<file path="config.mk">
export PLATFORM = sky130hd
export DESIGN_NAME = dpb_ctrl
export DESIGN_NICKNAME = d
export VERILOG_FILES = /design/src/hdl/dpb_pkg.sv /design/src/hdl/dpb_ctrl.sv
export SDC_FILE = /design/constraint.sdc
export NUM_CORES = 1
export LEC_CHECK = 0
export BUFFER_PORTS_ARGS = -buffer_cell sky130_fd_sc_hd__buf_2
export CAP_MARGIN = 20
export CORE_MARGIN = 5
export CORE_UTILIZATION = 57
export DETAILED_ROUTE_END_ITERATION = 8
export GPL_TIMING_DRIVEN = 0
export PLACE_DENSITY = 0.79
export SLEW_MARGIN = 20
export SYNTH_ARGS = -nofsm -noshare
export SYNTH_HDL_FRONTEND = slang
export SYNTH_SLANG_ARGS = --single-unit
</file>
<file path="constraint.sdc">
create_clock -name clk -period 3.52 [get_ports clk]
set_input_delay 0.352 -clock clk [delete_from_list [all_inputs] [get_ports clk]]
set_output_delay 0.352 -clock clk [all_outputs]
set_load 0.02 [all_outputs]
</file>
<file path="src/hdl/dpb_pkg.sv">
`default_nettype none
package dpb_pkg;

    localparam int DefMaxOrder  = 7;
    localparam int DefMaxRadial = 8;

    localparam logic signed [63:0] FxOne = 64'sh0000_0001_0000_0000;
    localparam logic signed [63:0] FxMax = 64'sh7FFF_FFFF_FFFF_FFFF;
    localparam logic signed [63:0] FxMin = 64'sh8000_0000_0000_0000;

    // Register indexes on the configuration port.
    localparam logic [0:0] RegMaxOrder   = 1'b0;
    localparam logic [0:0] RegRadialCnt  = 1'b1;

    // Datapath operations issued by the controller.
    typedef enum logic [3:0] {
        OP_NOP,
        OP_R2,
        OP_FACDIV,
        OP_F1,
        OP_SQRT,
        OP_ROWINIT,
        OP_ROWSTEP,
        OP_SEEDUP,
        OP_DERIV
    } dpb_op_t;

    // The order field reaches one above the highest emitted order, since the
    // upper row of the top order is built as well.
    typedef struct packed {
        logic    start;
        dpb_op_t op;
        logic [3:0] l;
        logic [3:0] n;
    } dpb_cmd_t;

    typedef struct packed {
        logic done;
    } dpb_sts_t;

    // Saturating add.
    function automatic logic signed [63:0] s_add(input logic signed [63:0] a,
                                                 input logic signed [63:0] b);
        logic signed [64:0] s;
        s = {a[63], a} + {b[63], b};
        if (s[64] != s[63])
            return s[64] ? FxMin : FxMax;
        return s[63:0];
    endfunction

    // Saturating subtract.
    function automatic logic signed [63:0] s_sub(input logic signed [63:0] a,
                                                 input logic signed [63:0] b);
        logic signed [64:0] s;
        s = {a[63], a} - {b[63], b};
        if (s[64] != s[63])
            return s[64] ? FxMin : FxMax;
        return s[63:0];
    endfunction

    // Magnitude and sign recombination with saturation.
    function automatic logic [63:0] mag(input logic signed [63:0] a);
        return a[63] ? (64'd0 - a) : a;
    endfunction

    function automatic logic signed [63:0] with_sign(input logic [63:0] m,
                                                     input logic neg,
                                                     input logic ovf);
        if (!neg)
            return (ovf || m[63]) ? FxMax : m;
        if (ovf || (m > 64'h8000_0000_0000_0000))
            return FxMin;
        return 64'd0 - m;
    endfunction

endpackage
`default_nettype wire

</file>
<file path="src/hdl/dpb_ctrl.sv">
`default_nettype none
// Controller: walks the per-radius schedule and hands out result beats.
module dpb_ctrl #(
    parameter int MaxOrder  = dpb_pkg::DefMaxOrder,
    parameter int MaxRadial = dpb_pkg::DefMaxRadial
) (
    input  wire logic              clk,
    input  wire logic              rst_n,
    input  wire logic              in_valid,
    output logic                   in_stall,
    input  wire logic [2:0]        max_order,
    input  wire logic [3:0]        radial_count,
    output logic                   load_radius,
    output dpb_pkg::dpb_cmd_t      cmd,
    input  wire dpb_pkg::dpb_sts_t sts,
    output logic                   out_valid,
    input  wire logic              out_stall,
    output logic [2:0]             order_index,
    output logic [3:0]             radial_index,
    output logic                   last
);
    import dpb_pkg::*;

    typedef enum logic [3:0] {
        S_IDLE, S_R2, S_FAC, S_F1, S_SQRT, S_INIT0, S_STEP0, S_COPY0,
        S_SEED, S_INIT1, S_STEP1, S_DERIV, S_OUT, S_COPY
    } state_t;

    state_t     state_reg;
    logic [2:0] lmax_reg, l_reg;
    logic [3:0] nmax_reg, n_reg;
    logic [3:0] ncl;
    logic [3:0] lup;

    assign ncl = (radial_count == 4'd0) ? 4'd1 :
                 ((radial_count > 4'(MaxRadial)) ? 4'(MaxRadial) : radial_count);
    // Order of the upper row, one above the current order.
    assign lup = {1'b0, l_reg} + 4'd1;
    assign in_stall    = (state_reg != S_IDLE);
    assign load_radius = in_valid && (state_reg == S_IDLE);

    always_ff @(posedge clk or negedge rst_n)
    begin
        if (!rst_n)
        begin
            state_reg <= S_IDLE;
            cmd       <= '0;
            out_valid <= 1'b0;
            l_reg     <= '0;
            n_reg     <= '0;
        end
        else
        begin
            cmd.start <= 1'b0;
            case (state_reg)
                S_IDLE:
                    if (in_valid)
                    begin
                        lmax_reg <= (max_order > 3'(MaxOrder)) ? 3'(MaxOrder) : max_order;
                        nmax_reg <= ncl;
                        cmd <= '{start: 1'b1, op: OP_R2, l: 4'd0, n: 4'd0};
                        state_reg <= S_R2;
                    end
                S_R2:
                    if (sts.done)
                    begin
                        cmd <= '{start: 1'b1, op: OP_FACDIV, l: 4'd0, n: 4'd0};
                        state_reg <= S_FAC;
                    end
                S_FAC:
                    if (sts.done)
                    begin
                        cmd <= '{start: 1'b1, op: OP_F1, l: 4'd0, n: 4'd0};
                        state_reg <= S_F1;
                    end
                S_F1:
                    if (sts.done)
                    begin
                        cmd <= '{start: 1'b1, op: OP_SQRT, l: 4'd0, n: 4'd0};
                        state_reg <= S_SQRT;
                    end
                S_SQRT:
                    if (sts.done)
                    begin
                        cmd <= '{start: 1'b1, op: OP_ROWINIT, l: 4'd0, n: 4'd1};
                        state_reg <= S_INIT0;
                    end
                S_INIT0, S_STEP0:
                    if (sts.done)
                    begin
                        if ((state_reg == S_INIT0 ? 4'd1 : n_reg) >= nmax_reg)
                        begin
                            cmd <= '{start: 1'b1, op: OP_NOP, l: 4'd0, n: 4'd0};
                            state_reg <= S_COPY0;
                        end
                        else
                        begin
                            n_reg <= (state_reg == S_INIT0) ? 4'd2 : n_reg + 4'd1;
                            cmd <= '{start: 1'b1, op: OP_ROWSTEP, l: 4'd0,
                                     n: (state_reg == S_INIT0) ? 4'd2 : n_reg + 4'd1};
                            state_reg <= S_STEP0;
                        end
                    end
                S_COPY0:
                    if (sts.done)
                    begin
                        l_reg <= 3'd0;
                        cmd <= '{start: 1'b1, op: OP_SEEDUP, l: 4'd0, n: 4'd0};
                        state_reg <= S_SEED;
                    end
                S_SEED:
                    if (sts.done)
                    begin
                        cmd <= '{start: 1'b1, op: OP_ROWINIT, l: lup, n: 4'd1};
                        state_reg <= S_INIT1;
                    end
                S_INIT1, S_STEP1:
                    if (sts.done)
                    begin
                        if ((state_reg == S_INIT1 ? 4'd1 : n_reg) >= nmax_reg)
                        begin
                            n_reg <= 4'd1;
                            cmd <= '{start: 1'b1, op: OP_DERIV, l: {1'b0, l_reg}, n: 4'd1};
                            state_reg <= S_DERIV;
                        end
                        else
                        begin
                            n_reg <= (state_reg == S_INIT1) ? 4'd2 : n_reg + 4'd1;
                            cmd <= '{start: 1'b1, op: OP_ROWSTEP, l: lup,
                                     n: (state_reg == S_INIT1) ? 4'd2 : n_reg + 4'd1};
                            state_reg <= S_STEP1;
                        end
                    end
                S_DERIV:
                    if (sts.done)
                    begin
                        out_valid    <= 1'b1;
                        order_index  <= l_reg;
                        radial_index <= n_reg;
                        last         <= (l_reg == lmax_reg) && (n_reg == nmax_reg);
                        state_reg    <= S_OUT;
                    end
                S_OUT:
                    if (!out_stall)
                    begin
                        out_valid <= 1'b0;
                        if (n_reg < nmax_reg)
                        begin
                            n_reg <= n_reg + 4'd1;
                            cmd <= '{start: 1'b1, op: OP_DERIV, l: {1'b0, l_reg},
                                     n: n_reg + 4'd1};
                            state_reg <= S_DERIV;
                        end
                        else if (l_reg == lmax_reg)
                            state_reg <= S_IDLE;
                        else
                        begin
                            cmd <= '{start: 1'b1, op: OP_NOP, l: 4'd0, n: 4'd0};
                            state_reg <= S_COPY;
                        end
                    end
                S_COPY:
                    if (sts.done)
                    begin
                        l_reg <= l_reg + 3'd1;
                        cmd <= '{start: 1'b1, op: OP_SEEDUP, l: lup, n: 4'd0};
                        state_reg <= S_SEED;
                    end
                default:
                    state_reg <= S_IDLE;
            endcase
        end
    end
endmodule
`default_nettype wire

</file>
* Word level (Yosys, flattened, before mapping) *
Index checks and enable logic that the tools add are counted.

operators by class
  add/sub/neg operators = 3
  magnitude comparators = 5
  equal/unequal tests = 31
  multiplexer cells = 50
  reductions and logical operators = 20

operator list
  operator               count
  $mux W13               13
  $pmux W13 S11          1
  $mux W4                24
  $pmux W4 S11           1
  $ne A2 B2 Y1 const B   14
  $eq A4 B4 Y1 const B   6
  $eq A4 B3 Y1 const B   4
  $reduce_and A13 Y1     1
  $mux W12               1
  $pmux W4 S3            1
  $reduce_and A3 Y1      4
  $mux W11               1
  $reduce_and A11 Y1     1
  $reduce_bool A11 Y1    1
  $eq A4 B2 Y1 const B   2
  $ge A4 B4 Y1           2
  $logic_not A4 Y1       2
  $reduce_or A2 Y1       4
  $mux W3                2
  $pmux W3 S2            1
  $reduce_and A6 Y1      1
  $add A3 B1 Y4 const B  1
  $add A4 B1 Y4 const B  1
  $eq A4 B1 Y1 const B   1
  other kinds (14)       19

word-level totals
  bits in registers = 40
  input bits = 12
  output and inout port bits = 24
  word-level logic and storage cells = 123

* Logic depth before layout (Yosys ltp) *
Gate-level depths: netlist of the first run.

  depth in word-level cells = 6
  depth in mapped cells = 13
  mapped depth without buffers = 11

* Worst setup path before layout of the first run *
No wires, ideal clock.

  path kind = register -> register
  start = register state_reg[3]
  end = register cmd[10] in the netlist's numbering
  setup time = 0.121 ns
  arrival = 2.518 ns
  data required time = 3.399 ns
  setup slack = 0.881 ns
  cell stages (with the launch flop) = 13
  path buffers = 2
  clock period less this slack = 2.639 ns
  path through = dfrtp_1 buf_2 inv_1 clkbuf_1 nor2_2 nand2_1 and2_1 ha_1 o211ai_1 o21a_1 maj3_1 a211o_1 a22o_1

between the ends
  cells in the longest elaborated chain, start to end = 6
  elaborated cells between the ends (all ways) = 38
  classes of those cells = 2 x order compare; 24 x eq/ne; 7 x mux; 5 x reduce/logical

RTL lines
  element                                              line                                             RTL
  start: declaration                                   dpb_ctrl.sv:29                                   state_t state_reg;
  start signal: assignment                             dpb_ctrl.sv:46                                   state_reg <= S_IDLE;
  start signal: assignment                             dpb_ctrl.sv:62                                   state_reg <= S_R2;
  start signal: assignment                             dpb_ctrl.sv:68                                   state_reg <= S_FAC;
  $eq A4 B4 Y1 / $eq A4 B3 Y1 (equally long branches)  dpb_ctrl.sv:55, dpb_ctrl.sv:120, dpb_ctrl.sv:91
  $mux W4 (on tied branches)                           dpb_ctrl.sv:120, dpb_ctrl.sv:91
  $ge A4 B4 Y1 (on tied branches)                      dpb_ctrl.sv:120, dpb_ctrl.sv:91
  $mux W12 / $mux W11 (equally long branches)          dpb_ctrl.sv:120, dpb_ctrl.sv:91
  $mux W13 (on tied branches)                          dpb_ctrl.sv:118, dpb_ctrl.sv:89
  $pmux W13 S11                                        dpb_ctrl.sv:55                                   case (state_reg)
  end signal: assignment                               dpb_ctrl.sv:61                                   cmd <= '{start: 1'b1, op: OP_R2, l: 4'd0, n: 4'd0};
  end signal: assignment                               dpb_ctrl.sv:123                                  cmd <= '{start: 1'b1, op: OP_DERIV, l: {1'b0, l_reg}, n: 4'd1};
  end signal: assignment                               dpb_ctrl.sv:129                                  cmd <= '{start: 1'b1, op: OP_ROWSTEP, l: lup,
  end: declaration                                     dpb_ctrl.sv:14                                   output dpb_pkg::dpb_cmd_t cmd,

Several ways; a longest one is shown, not always the timed one. The select of a mux whose other input is x is not followed.
A chain may end at the register's enable or synchronous reset.

* Worst setup path in the final report of the first run *
  start = register state_reg[3]
  end = register cmd[6] in the netlist's numbering

between the ends
  cells in the longest elaborated chain, start to end = 6
  elaborated cells between the ends (all ways) = 34
  classes of those cells = 1 x order compare; 24 x eq/ne; 4 x mux; 5 x reduce/logical

RTL lines
  element        line                             RTL
  $eq A4 B4 Y1   dpb_ctrl.sv:55, dpb_ctrl.sv:120
  $mux W4        dpb_ctrl.sv:120                  if ((state_reg == S_INIT1 ? 4'd1 : n_reg) >= nmax_reg)
  $ge A4 B4 Y1   dpb_ctrl.sv:120
  $mux W12       dpb_ctrl.sv:120
  $mux W13       dpb_ctrl.sv:118                  if (sts.done)
  $pmux W13 S11  dpb_ctrl.sv:55

Several ways; a longest one is shown, not always the timed one. The select of a mux whose other input is x is not followed.

==> results of run 1 <==
-- cell families after synthesis --
kind of cell	after synthesis
buffers and inverters	33
AND/OR/NAND/NOR	91
flip-flops	40
multiplexers	1
adder cells (fa/ha/maj)	15
AO/OA/AOI/OAI	80
XOR/XNOR	8
-- power breakdown --
group | switching, µW | internal (µW) | total (µW) | leakage [µW]
Combinational | 908 | 570 | 1480 | 0.000773
Sequential | 129 | 634 | 763 | 0.000446
Clock | 166 | 210 | 376 | 0.0000541
-- cell usage in the layout (no fill, tap or decap), types with 2 or more instances in the layout --
master     instances
a211oi_1           2
a21oi_1           17
a221o_1            2
a221oi_4           2
a22o_1             2
and2_1             3
and3_1             3
buf_1              2
buf_2             36
buf_6              2
clkbuf_1           8
clkbuf_8           5
dfrtp_1           25
edfxtp_1          15
ha_1              14
inv_1             16
nand2_1           21
nand2b_1           8
nand3_1           12
nor2_1            20
nor2b_1            6
nor3_1             6
nor3_2             3
o211ai_1           3
o21ai_0           19
o21ai_1            6
o21bai_1           2
o22ai_1            5
o2bb2ai_1          2
xnor2_1            3
xor2_1             4
-- stage by stage --
step / setup WS, ns / total power, µW
3_3_place_gp: 0.369 / 2180
3_5_place_dp: 0.384 / 2220
4_1_cts: 0.358 / 2600
5_1_grt: 0.150 / 2830
6_report: 0.296 / 2620
2_1_floorplan: 0.881 / 1840
-- how the worst max path moves through the flow --
| stage | cells after the start | start | slack, ns | end |
|---|---|---|---|---|
| after floorplan | 12 | state_reg[3] | 0.88 | cmd[10] |
| after global placement | 12 | state_reg[3] | 0.37 | cmd[6] |
| after CTS | 12 | state_reg[3] | 0.36 | cmd[6] |
| after global routing | 12 | state_reg[3] | 0.15 | cmd[6] |
| final | 12 | state_reg[3] | 0.30 | cmd[6] |
| after detailed placement | 12 | state_reg[3] | 0.38 | cmd[6] |
-- cell usage after synthesis (2+ instances only) --
master     instances
dfrtp_1           25
nand2_1           21
nor2_1            20
o21ai_0           19
a21oi_1           17
inv_1             16
edfxtp_1          15
ha_1              14
nand3_1           12
clkbuf_1           8
nand2b_1           8
nor2b_1            6
nor3_1             6
o21ai_1            6
o22ai_1            5
buf_2              4
xor2_1             4
and2_1             3
and3_1             3
nor3_2             3
o211ai_1           3
xnor2_1            3
a211oi_1           2
a221o_1            2
a221oi_4           2
a22o_1             2
buf_1              2
buf_6              2
o21bai_1           2
o2bb2ai_1          2
-- layout make-up --
cell class,instances,area [µm²],area share (%)
Buffer,17,87.6,3.05
Timing Repair Buffer,32,160,5.58
Clock inverter,3,42.5,1.48
Sequential cell,40,1080,37.5
Tap cell,52,65.1,2.27
Multi-Input combinational cell,195,1310,45.6
Clock buffer,5,68.8,2.40
Inverter,16,60.1,2.09
-- worst max-delay path, stage by stage, from the launching register on --
cell       delay [ns]
dfrtp_1          0.32
buf_2            0.20
inv_1            0.07
clkbuf_1         0.25
nor2_2           0.31
nand2_1          0.11
and2_1           0.17
ha_1             0.27
o211ai_1         0.09
o21a_1           0.28
o41ai_1          0.75
a21oi_1          0.19
a2bb2oi_2        0.14
-- per-layer routing --
layer	global-route usage, %	vias to the layer above	routed length (µm)
met3	5.97	18	647
met1	28.8	993	2550
li1	-	1047	-
met4	9.09	0	123
met5	0	-	0
met2	30.7	130	2580
==> results.yml, run 1 <==
run_status:
  status: "finished, final reports clean"
detailed_routing:
  num_vias: 2188
  drt-wirelength-per-cell_um: 16.4
  avgViaCountPerCell: 6.08
  antenna_left: 0
  drc: 0
  drt_iter0_drc: 173
  routed_wl_um: 5900
  dr.pass1.iters: 6
power:
  ir_worst_vdd_v: 0.000444
  p_per_area_nw_per_um2: 912
  p_leak_uw: 0.00127
synth:
  synthXorXnorAreaFrac_pct: 3.06
  synth_compound_area_share_pct: 22.8
  yosys-mux-area-fraction_pct: 0.395
  yosysTopAreaCellShare_pct: 24.7
  synth-simple-area-share_pct: 18.1
  synth_fa_ha_area_share_pct: 7.31
  ys_top_cells_by_area: "dfrtp_1 25%, edfxtp_1 18%, ha_1 6.9%, o21ai_0 3.8%, a21oi_1 3.4%"
  synth_nets: 294
  synth-edff-count: 15
  synth_top_family_by_area: "compound AO/OA/AOI/OAI gates"
  synth_area_leader_cell: "dfrtp_1"
  syn-instance-count: 268
  synth_flop_cell: "dfrtp_1"
  async_flop_share_pct: 62.5
  synth.distinct_cells: 61
  synth_area_um2: 2530
  ys_seq_area_share_pct: 42.5
  ys_warn_count: 0
  ys_ff_latch: 40
  syn_avg_cell_area_um2: 9.45
cells_and_area:
  syn2layout_area_growth_pct: 13.3
  instances_no_fill: 360
  final_util_pct: 66.3
  final_cell_area_um2: 2870
  fillers: 364
  n_antenna_cell: 0
  layout-drive-gt1-share_pct: 20.8
  top_register: "cmd"
  nets: 333
  largest_register_ffs: 13
placement:
  hpwl_um: 4390
  place_congestion: 0.963
  place_area_um2: 2760
  placedCellCount: 352
  portBuffers: 32
timing:
  hold_viol: 0
  hold_slack_ns: 0.0537
  finClkSkew_ns: 0.00430
  drv_slew: 0
  max_freq_ghz: 0.310
  period_needed_ns: 3.22
  slew-limit-headroom_pct: 46.8
  rsz0062_at_grt: "no"
  period_share_pct: 91.6
  setup_tns_ns: 0
  worst_pin_slew_ns: 0.787
  setup_viol: 0
critical_path:
  end_kind: "flip-flop"
  startpoint_type: "flip-flop"
  cp_max_fo: 10
  timing.rr.start: "state_reg[3]"
  critical_path_class: "reg2reg"
  r2r_end: "cmd[6]"
  cp.required_ns: 3.75
  rrSetupSlack_ns: 0.30
  r2r_cells: 12
  worstPathArrival_ns: 3.45
cts:
  cts-resized-gates: 0
  cts_tree: "done"
  cts-root-buf: "clkbuf_8"
  clkSlewWorstSetupHoldPaths_ns: 0.08
  cts_max_level: 2
  cts_num_sinks: 40
  cts_max_path_buffers: 2
  post-cts-setup-buffers: 0
  cts_buffers: 5
  hold_buffers: 0
  clkLatencyLatePin_ns: 0.29
global_routing:
  grt_pass1_vias: 2060
  antenna_found_initial: 0
  track_usage_pct: 21.0
  grt_pass1_wl_um: 9980
  grt_overflow: 0
  grt_max_degree: 28
floorplanning:
  initial_core_util_pct: 58.6
  core-area_um2: 4320
  dieHeight_um: 76.7
  die_x_um: 76.7
  row_count: 24
  pin_count: 36
  dieArea_um2: 5880
min_path:
  hp-class: "in2async"
flow_run:
  max_cap_viol_count: 0
Note: power is estimated with default switching activity, not from simulation.
==> run 2, diff against run 1 <==
Settings changed: ABC_AREA set to 1, CAP_MARGIN 20 to unset, CORE_UTILIZATION 57 to 58, PLACE_DENSITY 0.79 to 0.8.
==> run 2 against run 1 <==
- first-iteration DRC count up 45%
- clock skew about the same
- sequential power down 3.4%
- register-to-register slack better by 0.74 ns
- wire length down 3.2%
- area after synthesis up 3.6%
- non-clock buffer count down 11
- cell count up 26%
- final area up 2.9%
- die area up 1.6%
- critical path type unchanged
- highest routed layer unchanged
==> results.yml, run 2 <==
run_status:
  status: "finished, final reports clean"
floorplanning:
  dieArea_um2: 5970
  core-area_um2: 4380
  initial_core_util_pct: 59.8
  row_count: 24
  pin_count: 36
  dieHeight_um: 77.3
  die_x_um: 77.3
critical_path:
  rrSetupSlack_ns: 1.04
  r2r_end: "cmd[5]"
  endpoint: "cmd[5]"
  cp-startpoint: "state_reg[3]"
  critical_path_class: "reg2reg"
  cp.required_ns: 3.71
  r2r_cells: 14
  timing.rr.start: "state_reg[3]"
  startpoint_type: "flip-flop"
  cp_max_fo: 6
  end_kind: "flip-flop"
  worstPathArrival_ns: 2.67
cells_and_area:
  layout-drive-gt1-share_pct: 16.0
  syn2layout_area_growth_pct: 12.5
  top_register: "cmd"
  largest_register_ffs: 13
  final_cell_area_um2: 2950
  n_antenna_cell: 0
  layout_commonest_cell: "nand2_1"
  nets: 426
  final_cell_mix: "123 x nand2_1, 51 x inv_1, 42 x nand3_1, 34 x nor2_1, 33 x buf_2"
cts:
  cts_buffers: 5
  cts_tree: "done"
  post-cts-setup-buffers: 0
  clkLatencyLatePin_ns: 0.29
  hold_buffers: 0
  cts_num_sinks: 40
  cts-root-buf: "clkbuf_8"
  cts_max_path_buffers: 2
  cts_max_level: 2
  cts-resized-gates: 0
  clkSlewWorstSetupHoldPaths_ns: 0.08
power:
  swShare_pct: 46.2
  p_seq_share_pct: 32.7
  pwr-share-comb_pct: 50.8
  p_int_uw: 1210
  p_switching_uw: 1040
  p_per_area_nw_per_um2: 764
  p_total_uw: 2260
  ir_worst_vdd_v: 0.000376
  p_leak_uw: 0.00167
  clock_power_share_pct: 16.5
synth:
  synth_flop_cell: "dfrtp_1"
  synth.distinct_cells: 26
  ys_warn_count: 0
  syn-instance-count: 362
  synth_area_um2: 2620
  async_flop_share_pct: 62.5
  yosysMostFrequentCell: "nand2_1"
  synthTopCellsByCount: "123 x nand2_1, 51 x inv_1, 42 x nand3_1, 34 x nor2_1, 25 x dfrtp_1"
  ys_ff_latch: 40
  yosysTopAreaCellShare_pct: 23.8
  syn_avg_cell_area_um2: 7.25
  synth_area_leader_cell: "dfrtp_1"
  synth-edff-count: 15
  synth_nets: 388
  ys_seq_area_share_pct: 41.0
  ys_top_cells_by_area: "dfrtp_1 24%, nand2_1 18%, edfxtp_1 17%, nand3_1 8.0%, inv_1 7.3%"
placement:
  portBuffers: 31
  place_ws_ns: 1.12
  place_area_um2: 2840
  hpwl_um: 4500
  place_congestion: 0.871
detailed_routing:
  drt_iter0_drc: 251
  num_vias: 2399
  drc: 0
  dr.pass1.iters: 5
  drt-wirelength-per-cell_um: 12.6
  antenna_left: 0
  avgViaCountPerCell: 5.30
  routed_wl_um: 5710
global_routing:
  grt_max_degree: 27
  track_usage_pct: 20.1
  antenna_found_initial: 0
  grt_overflow: 0
  grt_pass1_vias: 2145
  grt_pass1_wl_um: 9850
timing:
  drv_slew: 0
  rsz0062_at_grt: "no"
  setup_viol: 0
  period_share_pct: 70.5
  worst_pin_slew_ns: 0.739
  finalWorstSetupSlack_ns: 1.04
  hold_slack_ns: 0.0654
  period_needed_ns: 2.48
  max_freq_ghz: 0.403
  hold_viol: 0
  finClkSkew_ns: 0.00471
  setup_tns_ns: 0
  slew-limit-headroom_pct: 50.6
flow_run:
  max_cap_viol_count: 0
min_path:
  hp-class: "in2async"
[run 2: cell types whose count changed after synthesis, moves of 6 or more]
cell / change
o21ai_0: -13
nand2b_1: -8
inv_2: +7
nor2_1: +14
nand3_1: +30
nor2b_1: -6
inv_1: +35
nor2_4: +7
a21oi_1: -8
o21ai_1: -6
nand2_1: +102
[run 2: worst min-delay path by stage]
stage                     startpoint       to  cells after the start
after floorplan                rst_n   cmd[0]                      0
after global placement         rst_n   cmd[2]                      1
after detailed placement       rst_n   cmd[2]                      1
after CTS                      rst_n   cmd[4]                      1
after global routing           rst_n   cmd[9]                      1
final                          rst_n  cmd[10]                      1
[run 2: routing by layer]
layer	vias to the layer above	wire, µm	GRT usage [%]
met5	-	0	0
met2	89	2540	31.0
met3	17	367	4.33
met1	1087	2660	27.4
met4	0	141	7.73
li1	1206	-	-
[run 2: kinds of logic after synthesis]
logic type	after synthesis	synth area share, %
XOR/XNOR	4	1.34
AND/OR/NAND/NOR	221	37.8
AO/OA/AOI/OAI	17	3.39
flip-flops	40	41.0
adder cells (fa/ha/maj)	14	6.68
buffers and inverters	66	9.82
[run 2: power groups by stage]
stage                     clock network (µW)  registers, µW  logic, µW
final                                    372            737       1150
after global routing                     402            760       1300
after CTS                                378            736       1140
after detailed placement                   0            746       1130
after global placement                     0            743       1110
after floorplan                            0            793        799
[run 2: critical path, stage by stage, from the launching register on]
cell,delay (ns)
dfrtp_1,0.49
inv_2,0.10
nor2_4,0.16
nand2_1,0.17
inv_1,0.14
nor2_1,0.05
ha_1,0.29
a21oi_1,0.37
nand2_1,0.19
nand2_1,0.12
nand2_1,0.10
nand2_1,0.07
nand2_1,0.05
inv_1,0.05
nand2_1,0.04
[run 2: area by class of cell]
type                    count  area (µm²)
plain buffers               7        36.3
fillers                   393        1430
multi-input cells         256        1290
flip-flops and latches     40        1080
well taps                  52        65.1
clock buffers               6        72.6
clock inverters             2        35.0
inverters                  59         221
repair buffers             31         155
[run 2: stage by stage]
step / instances / util (%)
after floorplan: 362 / -
after global placement: 445 / 64.9
after detailed placement: 445 / 64.9
after CTS: 453 / 67.3
after global routing: 453 / 67.3
final: 453 / 67.3
